### src/hdl/slr_pkg.sv
// Shared constants, types and helpers for the quaternion slerp pipeline.
`timescale 1ns / 1ps
package slr_pkg;

  // Series and search sizes
  localparam int TERM_COUNT = 8;
  localparam int ACOS_BITS  = 31;
  localparam int DIV_BITS   = 31;

  // Fixed-point constants, Q2.30 unless noted
  localparam logic [30:0] ONE_Q30     = 31'd1073741824;
  localparam logic [30:0] HALF_PI_Q30 = 31'd1686629713;
  localparam logic [30:0] SMALL_Q30   = 31'd107374;
  localparam logic signed [33:0] DOT_ONE = 34'sd268435456;
  localparam logic [14:0] U_ONE       = 15'd16384;
  localparam logic signed [49:0] Q14_MAX = 50'sd16384;
  localparam logic signed [49:0] Q14_MIN = -50'sd16384;

  // Pipeline depths
  localparam int TAYLOR_LAT = 1 + 3 * TERM_COUNT;
  localparam int ACOS_LAT   = TAYLOR_LAT + 1;
  localparam int PIPE_LAT   = 2 + ACOS_BITS * ACOS_LAT + 1 + TAYLOR_LAT + DIV_BITS + 1;

  // Divisor of series term k: (2k)(2k+1) for sine, (2k-1)(2k) for cosine
  function automatic int term_div(bit is_sin, int k);
    return is_sin ? (2 * k) * (2 * k + 1) : (2 * k - 1) * (2 * k);
  endfunction

  // One result beat
  typedef struct packed {
    logic [3:0][15:0] blend;
    logic [14:0]      arc;
    logic             flipped;
  } slr_result_t;

endpackage

### src/hdl/slr_div_cell.sv
// One restoring-division cell: one quotient bit for each of two numerators.
`timescale 1ns / 1ps
module slr_div_cell import slr_pkg::*; #(
  parameter bit SHIFT  = 1'b1,
  parameter int SIDE_W = 1
) (
  input  logic                 clk,
  input  logic                 adv,
  input  logic [30:0]          den_in,
  input  logic [31:0]          rem0_in,
  input  logic [31:0]          rem1_in,
  input  logic [30:0]          q0_in,
  input  logic [30:0]          q1_in,
  input  logic [SIDE_W-1:0]    side_in,
  output logic [30:0]          den_out,
  output logic [31:0]          rem0_out,
  output logic [31:0]          rem1_out,
  output logic [30:0]          q0_out,
  output logic [30:0]          q1_out,
  output logic [SIDE_W-1:0]    side_out
);

  logic [32:0] t0;
  logic [32:0] t1;
  logic [32:0] den_x;
  logic        ge0;
  logic        ge1;

  // Bring down the next zero bit when SHIFT is set, then trial-subtract
  assign t0    = SHIFT ? {rem0_in, 1'b0} : {1'b0, rem0_in};
  assign t1    = SHIFT ? {rem1_in, 1'b0} : {1'b0, rem1_in};
  assign den_x = {2'b00, den_in};
  assign ge0   = t0 >= den_x;
  assign ge1   = t1 >= den_x;

  always_ff @(posedge clk) begin
    if (adv) begin
      den_out  <= den_in;
      rem0_out <= ge0 ? 32'(t0 - den_x) : t0[31:0];
      rem1_out <= ge1 ? 32'(t1 - den_x) : t1[31:0];
      q0_out   <= {q0_in[29:0], ge0};
      q1_out   <= {q1_in[29:0], ge1};
      side_out <= side_in;
    end
  end

endmodule

### config.mk
export PLATFORM = sky130hd
export DESIGN_NAME = slr_div_cell
export DESIGN_NICKNAME = d
export VERILOG_FILES = /design/src/hdl/slr_pkg.sv /design/src/hdl/slr_div_cell.sv
export SDC_FILE = /design/constraint.sdc
export NUM_CORES = 1
export LEC_CHECK = 0
export CORE_MARGIN = 5
export CORE_UTILIZATION = 55
export CTS_CLUSTER_SIZE = 12
export DETAILED_ROUTE_END_ITERATION = 10
export DONT_BUFFER_PORTS = 1
export PLACE_DENSITY = 0.73
export SLEW_MARGIN = 20
export SYNTH_ARGS = -nofsm -noshare
export SYNTH_HDL_FRONTEND = slang
export SYNTH_SLANG_ARGS = --single-unit
### constraint.sdc
create_clock -name clk -period 2.88 [get_ports clk]
set_input_delay 0.576 -clock clk [delete_from_list [all_inputs] [get_ports clk]]
set_output_delay 0.576 -clock clk [all_outputs]
set_load 0.02 [all_outputs]
=== Word level (Yosys, flattened, before mapping) ===
Cells that the tools add are included.

* Memories: 0
* Register bits after elaboration: 158
* ROM bits: 0
* RAM bits: 0
* Latch bits: 0
* Input port bits: 160
* Logic and storage cells: 14
* Output and inout port bits: 158

* Multipliers: 0
* Shifts and indexed selects: 0
* Magnitude comparators: 2
* $add $sub $neg: 2
* Bitwise operators: 0
* Reduce and logical (&&, ||, !) cells: 0
* Divide/modulo/power cells: 0
* Multiplexer cells: 2
* Equality and inequality tests: 0

{| class="wikitable"
|+ Operators with widths
! kind !! count
|-
| $ge 33x31->1 || 2
|-
| $mux 32 || 2
|-
| $sub 32x31->32 || 2
|}

=== Logic depth before layout (Yosys ltp) ===
Gate-level depths: netlist of run 1.

* Depth in word-level cells: 2
* Depth in mapped cells: 14
* Depth with buffers taken out: 11

=== Least setup slack after synthesis of run 1 ===
OpenSTA, ideal clock, no wires.

* Path kind: input -> register
* Start point: input den_in[20]
* End point: register rem1_out[10] (data pin)
* Data required time: 2.620 ns
* Library setup time: 0.260 ns
* Data arrival time: 2.786 ns
* Cell stages on the path: 11
* Path buffers: 1
* Path slack: -0.167 ns
* Path through: inv_1 > ha_1 > and3_4 > nand2_2 > or4_1 > o41ai_1 > a2111oi_0 > o21ai_2 > a31oi_4 > buf_6 > mux2_4

* Longest elaborated chain between the ends: 2

{| class="wikitable"
|+ RTL lines
! item !! line !! RTL
|-
| start, declared || slr_div_cell.sv:9 || <nowiki>input logic [30:0] den_in,</nowiki>
|-
| $ge 33x31->1 || slr_div_cell.sv:34 || <nowiki>assign ge1 = t1 >= den_x;</nowiki>
|-
| $mux 32 || slr_div_cell.sv:40 || <nowiki>rem1_out <= ge1 ? 32'(t1 - den_x) : t1[31:0];</nowiki>
|-
| end signal, assigned || slr_div_cell.sv:40 ||
|-
| end, declared || slr_div_cell.sv:17 || <nowiki>output logic [31:0] rem1_out,</nowiki>
|}

No other way between the ends.
A chain may end at the register's enable or synchronous reset.

=== Final worst setup path of run 1 ===
* Start point: input den_in[0]
* End point: register rem0_out[24] (data pin)

* Longest elaborated chain between the ends: 2
* Elaborated cells between the ends (all ways): 3
* Classes of those cells: add/sub (1); order compare (1); mux (1)

{| class="wikitable"
|+ RTL lines
! item !! line !! RTL
|-
| $sub 32x31->32 or $ge 33x31->1 (tied branches) || slr_div_cell.sv:39, slr_div_cell.sv:33 ||
|-
| $mux 32 * || slr_div_cell.sv:39 || <nowiki>rem0_out <= ge0 ? 32'(t0 - den_x) : t0[31:0];</nowiki>
|-
| end signal, assigned || slr_div_cell.sv:39 ||
|-
| end, declared || slr_div_cell.sv:16 || <nowiki>output logic [31:0] rem0_out,</nowiki>
|}

Every way passes the cells marked *; elsewhere a longest branch is shown, timed or not.

==> qor.yml, run 1 <==
routing:
  drt_pass1_iterations: 4
  drcViolationCount: 0
  routedWlPerCell_um: 21.4
  num_vias: 6734
  viasPerCell: 5.79
  routed_wl_um: 24800
  drtAntennaViolNets: 0
  drt_iter0_drc: 402
global_route:
  grt_usage_pct: 26.2
  antenna_found_initial: 1
  overflow: 0
  grt_max_degree: 159
  grt_pass1_vias: 6798
  grt_pass1_wl_um: 36700
logic_synthesis:
  ys_seq_elements: 158
  avgSynthCellArea_um2: 11.2
  yosysWarnings: 0
  synthCells: 779
  async_reset_ff_share_pct: 0
  netlist_area_um2: 8720
  synth_flop_cell: "edfxtp_1"
  synth_edf_count: 158
  ys_seq_area_share_pct: 54.4
  synthesis.nets: 1003
  ys_types: 58
run_status:
  run_status: "finished clean"
final_layout:
  drive_gt1_share_pct: 23.2
  diodes: 0
  fin_nets: 1158
  utilization_pct: 69.0
  area_delta_synth_final_pct: 24.4
floorplan:
  core_area_um2: 15700
  io_pins: 318
  rows: 46
  fp.dieW_um: 136
  die_y_um: 136
  start_util_pct: 55.5
  die_area_um2: 18500
placed_design:
  dp_hpwl_um: 19600
  pre_cts_ws_ns: -0.390
  routabilityCongestion: 0.934
  io_buffers: 0
cts:
  cts_tree: "done"
  ctsHoldBuffers: 0
  clk_pin_slew_ns: 0.07
  h-tree-depth: 4
  cts_sinks: 158
  cts_buffers: 17
  root_buffer: "clkbuf_16"
  cts.path.max_buffers: 2
  post-cts-setup-buffer-count: 0
power_and_ir_drop:
  vdd_drop_max_v: 0.000404
  power.density_nw_per_um2: 628
  p_leak_uw: 0.00441
setup_path:
  max_stage_delay_ns: 0.58
  path_class: "input port to flip-flop"
  cpLargestDelayFamily: "compound AO/OA/AOI/OAI gates"
  cp_max_fo: 6
  critPathCaptureType: "flip-flop"
  worstPathRequired_ns: 3.05
  path_buf_inv: 1
  start_kind: "input port"
  crit_chain: "fa_1 > nor2b_1 > o2111ai_2 > nand4_1 > and3_1 > nor4_1 > buf_4 > o31ai_1 > a211oi_1 > xor2_1 > o21ai_0"
  arrival_ns: 3.04
  crit_path_top_delay_cell: "o31ai_1"
timing:
  tightest_slew_ns: 0.670
  max_freq_mhz: 348
  maxSlewHeadroom_pct: 54.9
  min_period_ns: 2.87
  hold_viol_final: 0
  finalCritPeriodShare_pct: 99.7
  worst_slack_ns: 0.00948
  whs_ns: 0.239
  setup_viol: 0
  final_max_slew_viol_count: 0
  rsz0062_at_grt: "true"
hold_path:
  hp-class: "input port to flip-flop"
run:
  maxCapViolations: 0
[cell usage after synthesis (3+ instances only)]
master     number  area share [%]
and3_1          7            0.50
a211oi_1        5            0.43
a31oi_1         9            0.65
clkbuf_1       11            0.47
a21oi_1        53             3.0
o21bai_1       11            0.95
nor3_1         13            0.75
o21ai_0        81             4.6
ha_1           62             8.9
buf_6           3            0.39
a2111oi_0       4            0.40
nand3_1        10            0.57
inv_1          51             2.2
o31ai_1         5            0.43
o211ai_1        8            0.69
nor2b_1         4            0.29
a21o_1         26             2.2
nand2_1        95             4.1
nand4_1        10            0.72
a221oi_1        4            0.40
or3_1           3            0.22
buf_2           4            0.23
nand2b_1       15             1.1
edfxtp_1      158              54
xnor2_1        26             2.6
nor2_1         32             1.4
xor2_1         29             2.9
[area by class of cell]
type / count / area, um^2
clock buffer: 17 / 425
tap: 216 / 270
multi-input combinational: 552 / 3880
clock inverter: 15 / 168
inverter: 51 / 191
fill: 1132 / 4860
timing repair buffer: 154 / 1170
sequential: 158 / 4740
[path summary, 6_finish.rpt]
kind | startpoint | cells past startpoint | endpoint
max | den_in[0] | 11 | rem0_out[24]$_DFFE_PP_
min | den_in[13] | 0 | den_out[13]$_DFFE_PP_
[where the power goes]
| group | leakage (uW) | switching [uW] | internal (uW) |
|---|---|---|---|
| registers | 0.00155 | 449 | 2880 |
| clock network | 0.000292 | 1050 | 1170 |
| logic | 0.00257 | 649 | 620 |
| total | 0.00441 | 2150 | 4670 |
[placed cells by master, fill, tap and decap left out, types with 3 or more instances in the layout]
| cell type | Yosys | routed |
|---|---|---|
| a211oi_1 | 5 | 3 |
| a21o_1 | 26 | 26 |
| a21oi_1 | 53 | 51 |
| a31oi_1 | 9 | 9 |
| and3_1 | 7 | 7 |
| buf_4 | 0 | 153 |
| clkbuf_16 | 0 | 17 |
| clkinv_8 | 0 | 4 |
| edfxtp_1 | 158 | 158 |
| ha_1 | 62 | 54 |
| ha_4 | 0 | 8 |
| inv_1 | 51 | 50 |
| inv_6 | 0 | 4 |
| inv_8 | 0 | 4 |
| nand2_1 | 95 | 95 |
| nand2b_1 | 15 | 15 |
| nand3_1 | 10 | 10 |
| nand4_1 | 10 | 10 |
| nor2_1 | 32 | 32 |
| nor2b_1 | 4 | 4 |
| nor3_1 | 13 | 13 |
| o211ai_1 | 8 | 8 |
| o21ai_0 | 81 | 81 |
| o21bai_1 | 11 | 11 |
| o31ai_1 | 5 | 3 |
| or3_1 | 3 | 3 |
| xnor2_1 | 26 | 26 |
| xor2_1 | 29 | 29 |
[through the flow]
| step | area (um^2) | instances | setup TNS, ns | total power (uW) |
|---|---|---|---|---|
| final | 10800 | 1163 | 0 | 6820 |
| after global routing | 10800 | 1163 | -0.102 | 7100 |
| after CTS | 10800 | 1163 | 0 | 6840 |
| after detailed placement | 10200 | 1131 | -16.13 | 4620 |
| after global placement | 10200 | 1131 | -13.70 | 4600 |
| after floorplan | 8880 | 779 | -0.0407 | 4090 |
[routing by layer]
metal | track usage (%) | vias up | part of all wire [%]
li1 | - | 3198 | -
met1 | 29.1 | 3180 | 37
met2 | 45.3 | 296 | 50
met3 | 8.99 | 60 | 9.2
met4 | 11.9 | 0 | 4.1
met5 | 0 | - | 0
[flip-flops by register name, summed over array words and instances, names as in the netlist]
signal,count
den_out,31
q0_out,31
rem0_out,32
side_out,1
q1_out,31
rem1_out,32
[what timing repair did]
| item | 4_1_cts | 5_1_grt |
|---|---|---|
| endpoints found under the setup margin | 0 | 28 |
| resized for setup | 0 | 6 |
| endpoints found under the hold margin | 0 | 0 |
[cells by family (layout without fill, tap and decap cells)]
kind of cell / after synthesis / in the layout / synth area share (%)
muxes: 3 / 3 / 0.416
adders and majority gates: 64 / 64 / 9.36
DFF: 158 / 158 / 54.4
buffers and inverters: 69 / 237 / 3.29
xor gates and xnor gates: 55 / 55 / 5.52
AOI/OAI and AO/OA: 228 / 228 / 16.3
and+or+nand+nor: 202 / 202 / 10.7
No activity file was read; power rests on OpenSTA's default activity.
==> run 2, diff against run 1 <==
Settings changed: CORE_ASPECT_RATIO from default to 2, CTS_CLUSTER_DIAMETER from default to 80, SKIP_CTS_REPAIR_TIMING from default to 1.
==> run 2 against run 1 <==
Effect of this change: sequential share of layout area decreased by 0.20 points; first-iteration DRC count increased by 13%; clock-buffer cell count unchanged; combinational power increased by 7%; via count increased by 6.8%; worst hold slack got worse by 0.0065 ns; non-clock buffer count increased by 4; cell area increased by 0.45%; critical path type unchanged; critical endpoint is now rem0_out[28]$_DFFE_PP_; largest cell class unchanged; largest power group unchanged.
==> qor.yml, run 2 (synthesis gave the netlist of run 1 again) <==
global_route:
  overflow: 0  # unchanged
  antenna_found_initial: 2  # was 1
  grt_pass1_wl_um: 43600  # was 36700 um
  gr-usage-met1_pct: 26.8  # was 29.1%
  met2_usage_pct: 60.5  # was 45.3%
  grt_pass1_vias: 7476  # was 6798
  grt.busiest_layer: "met2"  # unchanged
  grt_max_degree: 159  # unchanged
  gr-usage-met3_pct: 9.49  # was 8.99%
  grt_usage_pct: 31.3  # was 26.2%
power_and_ir_drop:
  switching_share_pct: 31.9  # was 31.5%
  intPower_uw: 4640  # was 4670 uW
  pwr-share-seq_pct: 49.2  # was 48.9%
  p_clk_share_pct: 30.9  # was 32.5%
  comb_power_share_pct: 19.9  # was 18.6%
  vdd_drop_max_v: 0.000395  # was 0.000404 V
  net-switching-power_uw: 2170  # was 2150 uW
  p_leak_uw: 0.00440  # was 0.00441 uW
  power.density_nw_per_um2: 626  # was 628 nW/um^2
routing:
  num_vias: 7189  # was 6734
  viasPerCell: 6.24  # was 5.79
  drt_pass1_iterations: 5  # was 4
  drt_iter0_drc: 455  # was 402
  drtAntennaViolNets: 0  # unchanged
  drcViolationCount: 0  # unchanged
  routed_wl_um: 29600  # was 24800 um
  routedWlPerCell_um: 25.7  # was 21.4 um
placed_design:
  routabilityCongestion: 0.912  # was 0.934
  pre_cts_ws_ns: -0.442  # was -0.390 ns
  dp_hpwl_um: 23300  # was 19600 um
  io_buffers: 0  # unchanged
  place_area_um2: 10300  # was 10200 um^2
setup_path:
  crit_chain: "inv_1 > ha_1 > a21o_1 > nor2_1 > nand4_1 > and3_1 > nor4_4 > o31ai_1 > buf_4 > a211oi_1 > xor2_1 > o21ai_0"  # was fa_1 > nor2b_1 > o2111ai_2 > nand4_1 > and3_1 > nor4_1 > buf_4 > o31ai_1 > a211oi_1 > xor2_1 > o21ai_0
  start_kind: "input port"  # unchanged
  arrival_ns: 3.00  # was 3.04 ns
  cp_max_fo: 4  # was 6
  max_stage_delay_ns: 0.37  # was 0.58 ns
  worstPathRequired_ns: 3.06  # was 3.05 ns
  crit_path_top_delay_cell: "ha_1"  # was o31ai_1
  path_class: "input port to flip-flop"  # unchanged
  critPathCaptureType: "flip-flop"  # unchanged
timing:
  finalCritPeriodShare_pct: 97.7  # was 99.7%
  max_freq_mhz: 356  # was 348 MHz
  final_max_slew_viol_count: 0  # unchanged
  min_period_ns: 2.81  # was 2.87 ns
  setup_viol: 0  # unchanged
  maxSlewHeadroom_pct: 69.7  # was 54.9%
  rsz0062_at_grt: "true"  # unchanged
  hold_viol_final: 0  # unchanged
  worst_slack_ns: 0.0673  # was 0.00948 ns
  tightest_slew_ns: 0.443  # was 0.670 ns
  whs_ns: 0.233  # was 0.239 ns
floorplan:
  core_area_um2: 15700  # about the same
  die_y_um: 188  # was 136 um
  io_pins: 318  # unchanged
  rows: 65  # was 46
  start_util_pct: 55.6  # was 55.5%
  fp.dieW_um: 99.0  # was 136 um
  die_area_um2: 18600  # was 18500 um^2
cts:
  cts_sinks: 158  # unchanged
  h-tree-depth: 4  # unchanged
  cts_tree: "done"  # unchanged
  cts_buffers: 17  # unchanged
  clk_pin_slew_ns: 0.07  # about the same
  root_buffer: "clkbuf_16"  # unchanged
  cts.path.max_buffers: 2  # unchanged
run:
  maxCapViolations: 0  # unchanged
final_layout:
  fill_cells: 1055  # was 1132
  design_area_um2: 10900  # was 10800 um^2
  area_delta_synth_final_pct: 25.0  # was 24.4%
  final_common_cell: "edfxtp_1"  # unchanged
  drive_gt1_share_pct: 23.7  # was 23.2%
  reg_top3: "rem0_out (32), rem1_out (32)"  # unchanged
  mostFrequentLayoutCells: "edfxtp_1 (158), buf_4 (155), nand2_1 (95), o21ai_0 (80), ha_1 (53)"  # was edfxtp_1 (158), buf_4 (153), nand2_1 (95), o21ai_0 (81), ha_1 (54)
  fin_nets: 1162  # was 1158
hold_path:
  hp-class: "input port to flip-flop"  # unchanged
run_status:
  run_status: "finished clean"  # unchanged
==> run 2: metrics by stage <==
stage | utilization [%] | TNS, ns | instances | power, uW
global route | 69.4 | -0.0472 | 1152 | 7070
detailed placement | 65.3 | -18.61 | 1119 | 4700
global placement | 65.3 | -15.22 | 1119 | 4640
CTS | 68.8 | -0.00503 | 1150 | 6780
floorplan | - | -0.0407 | 779 | 4090
finish | 69.4 | 0 | 1153 | 6820
==> run 2: final cells by class <==
| cell class | count | area (um^2) | share of cell area (%) |
|---|---|---|---|
| clock buffer | 17 | 425 | 3.90 |
| inverter | 51 | 191 | 1.76 |
| timing repair buffer | 158 | 1220 | 11.2 |
| multi-input combinational | 552 | 3950 | 36.2 |
| antenna | 2 | 5.00 | 0.0459 |
| sequential | 158 | 4740 | 43.5 |
| clock inverter | 14 | 111 | 1.02 |
| tap | 201 | 251 | 2.31 |
==> run 2: path summary, 6_finish.rpt <==
| kind | start | end | slack [ns] | depth (start not counted) |
|---|---|---|---|---|
| setup / recovery | den_in[7] | rem0_out[28]$_DFFE_PP_ | 0.07 | 12 |
| hold / removal | q0_in[12] | q0_out[13]$_DFFE_PP_ | 0.23 | 0 |
==> run 2: layer usage <==
metal | share of wire (%) | vias up
li1 | - | 3215
met1 | 29 | 3384
met2 | 56 | 474
met3 | 9.3 | 114
met4 | 6.4 | 2
met5 | 0.030 | -
==> run 2: worst max-delay path, delay by kind of cell <==
family,cells,cell delay (ns)
xor+xnor,1,0.20
simple gates,4,0.88
compound gates,4,0.76
buf+inv,2,0.21
fa+ha+maj,1,0.37
==> run 2: power groups by stage <==
stage	clock network [uW]	registers, uW	logic, uW
finish	2110	3350	1360
global route	2220	3370	1480
CTS	2110	3360	1310
detailed placement	0	3410	1290
global placement	0	3400	1240
floorplan	0	3320	772
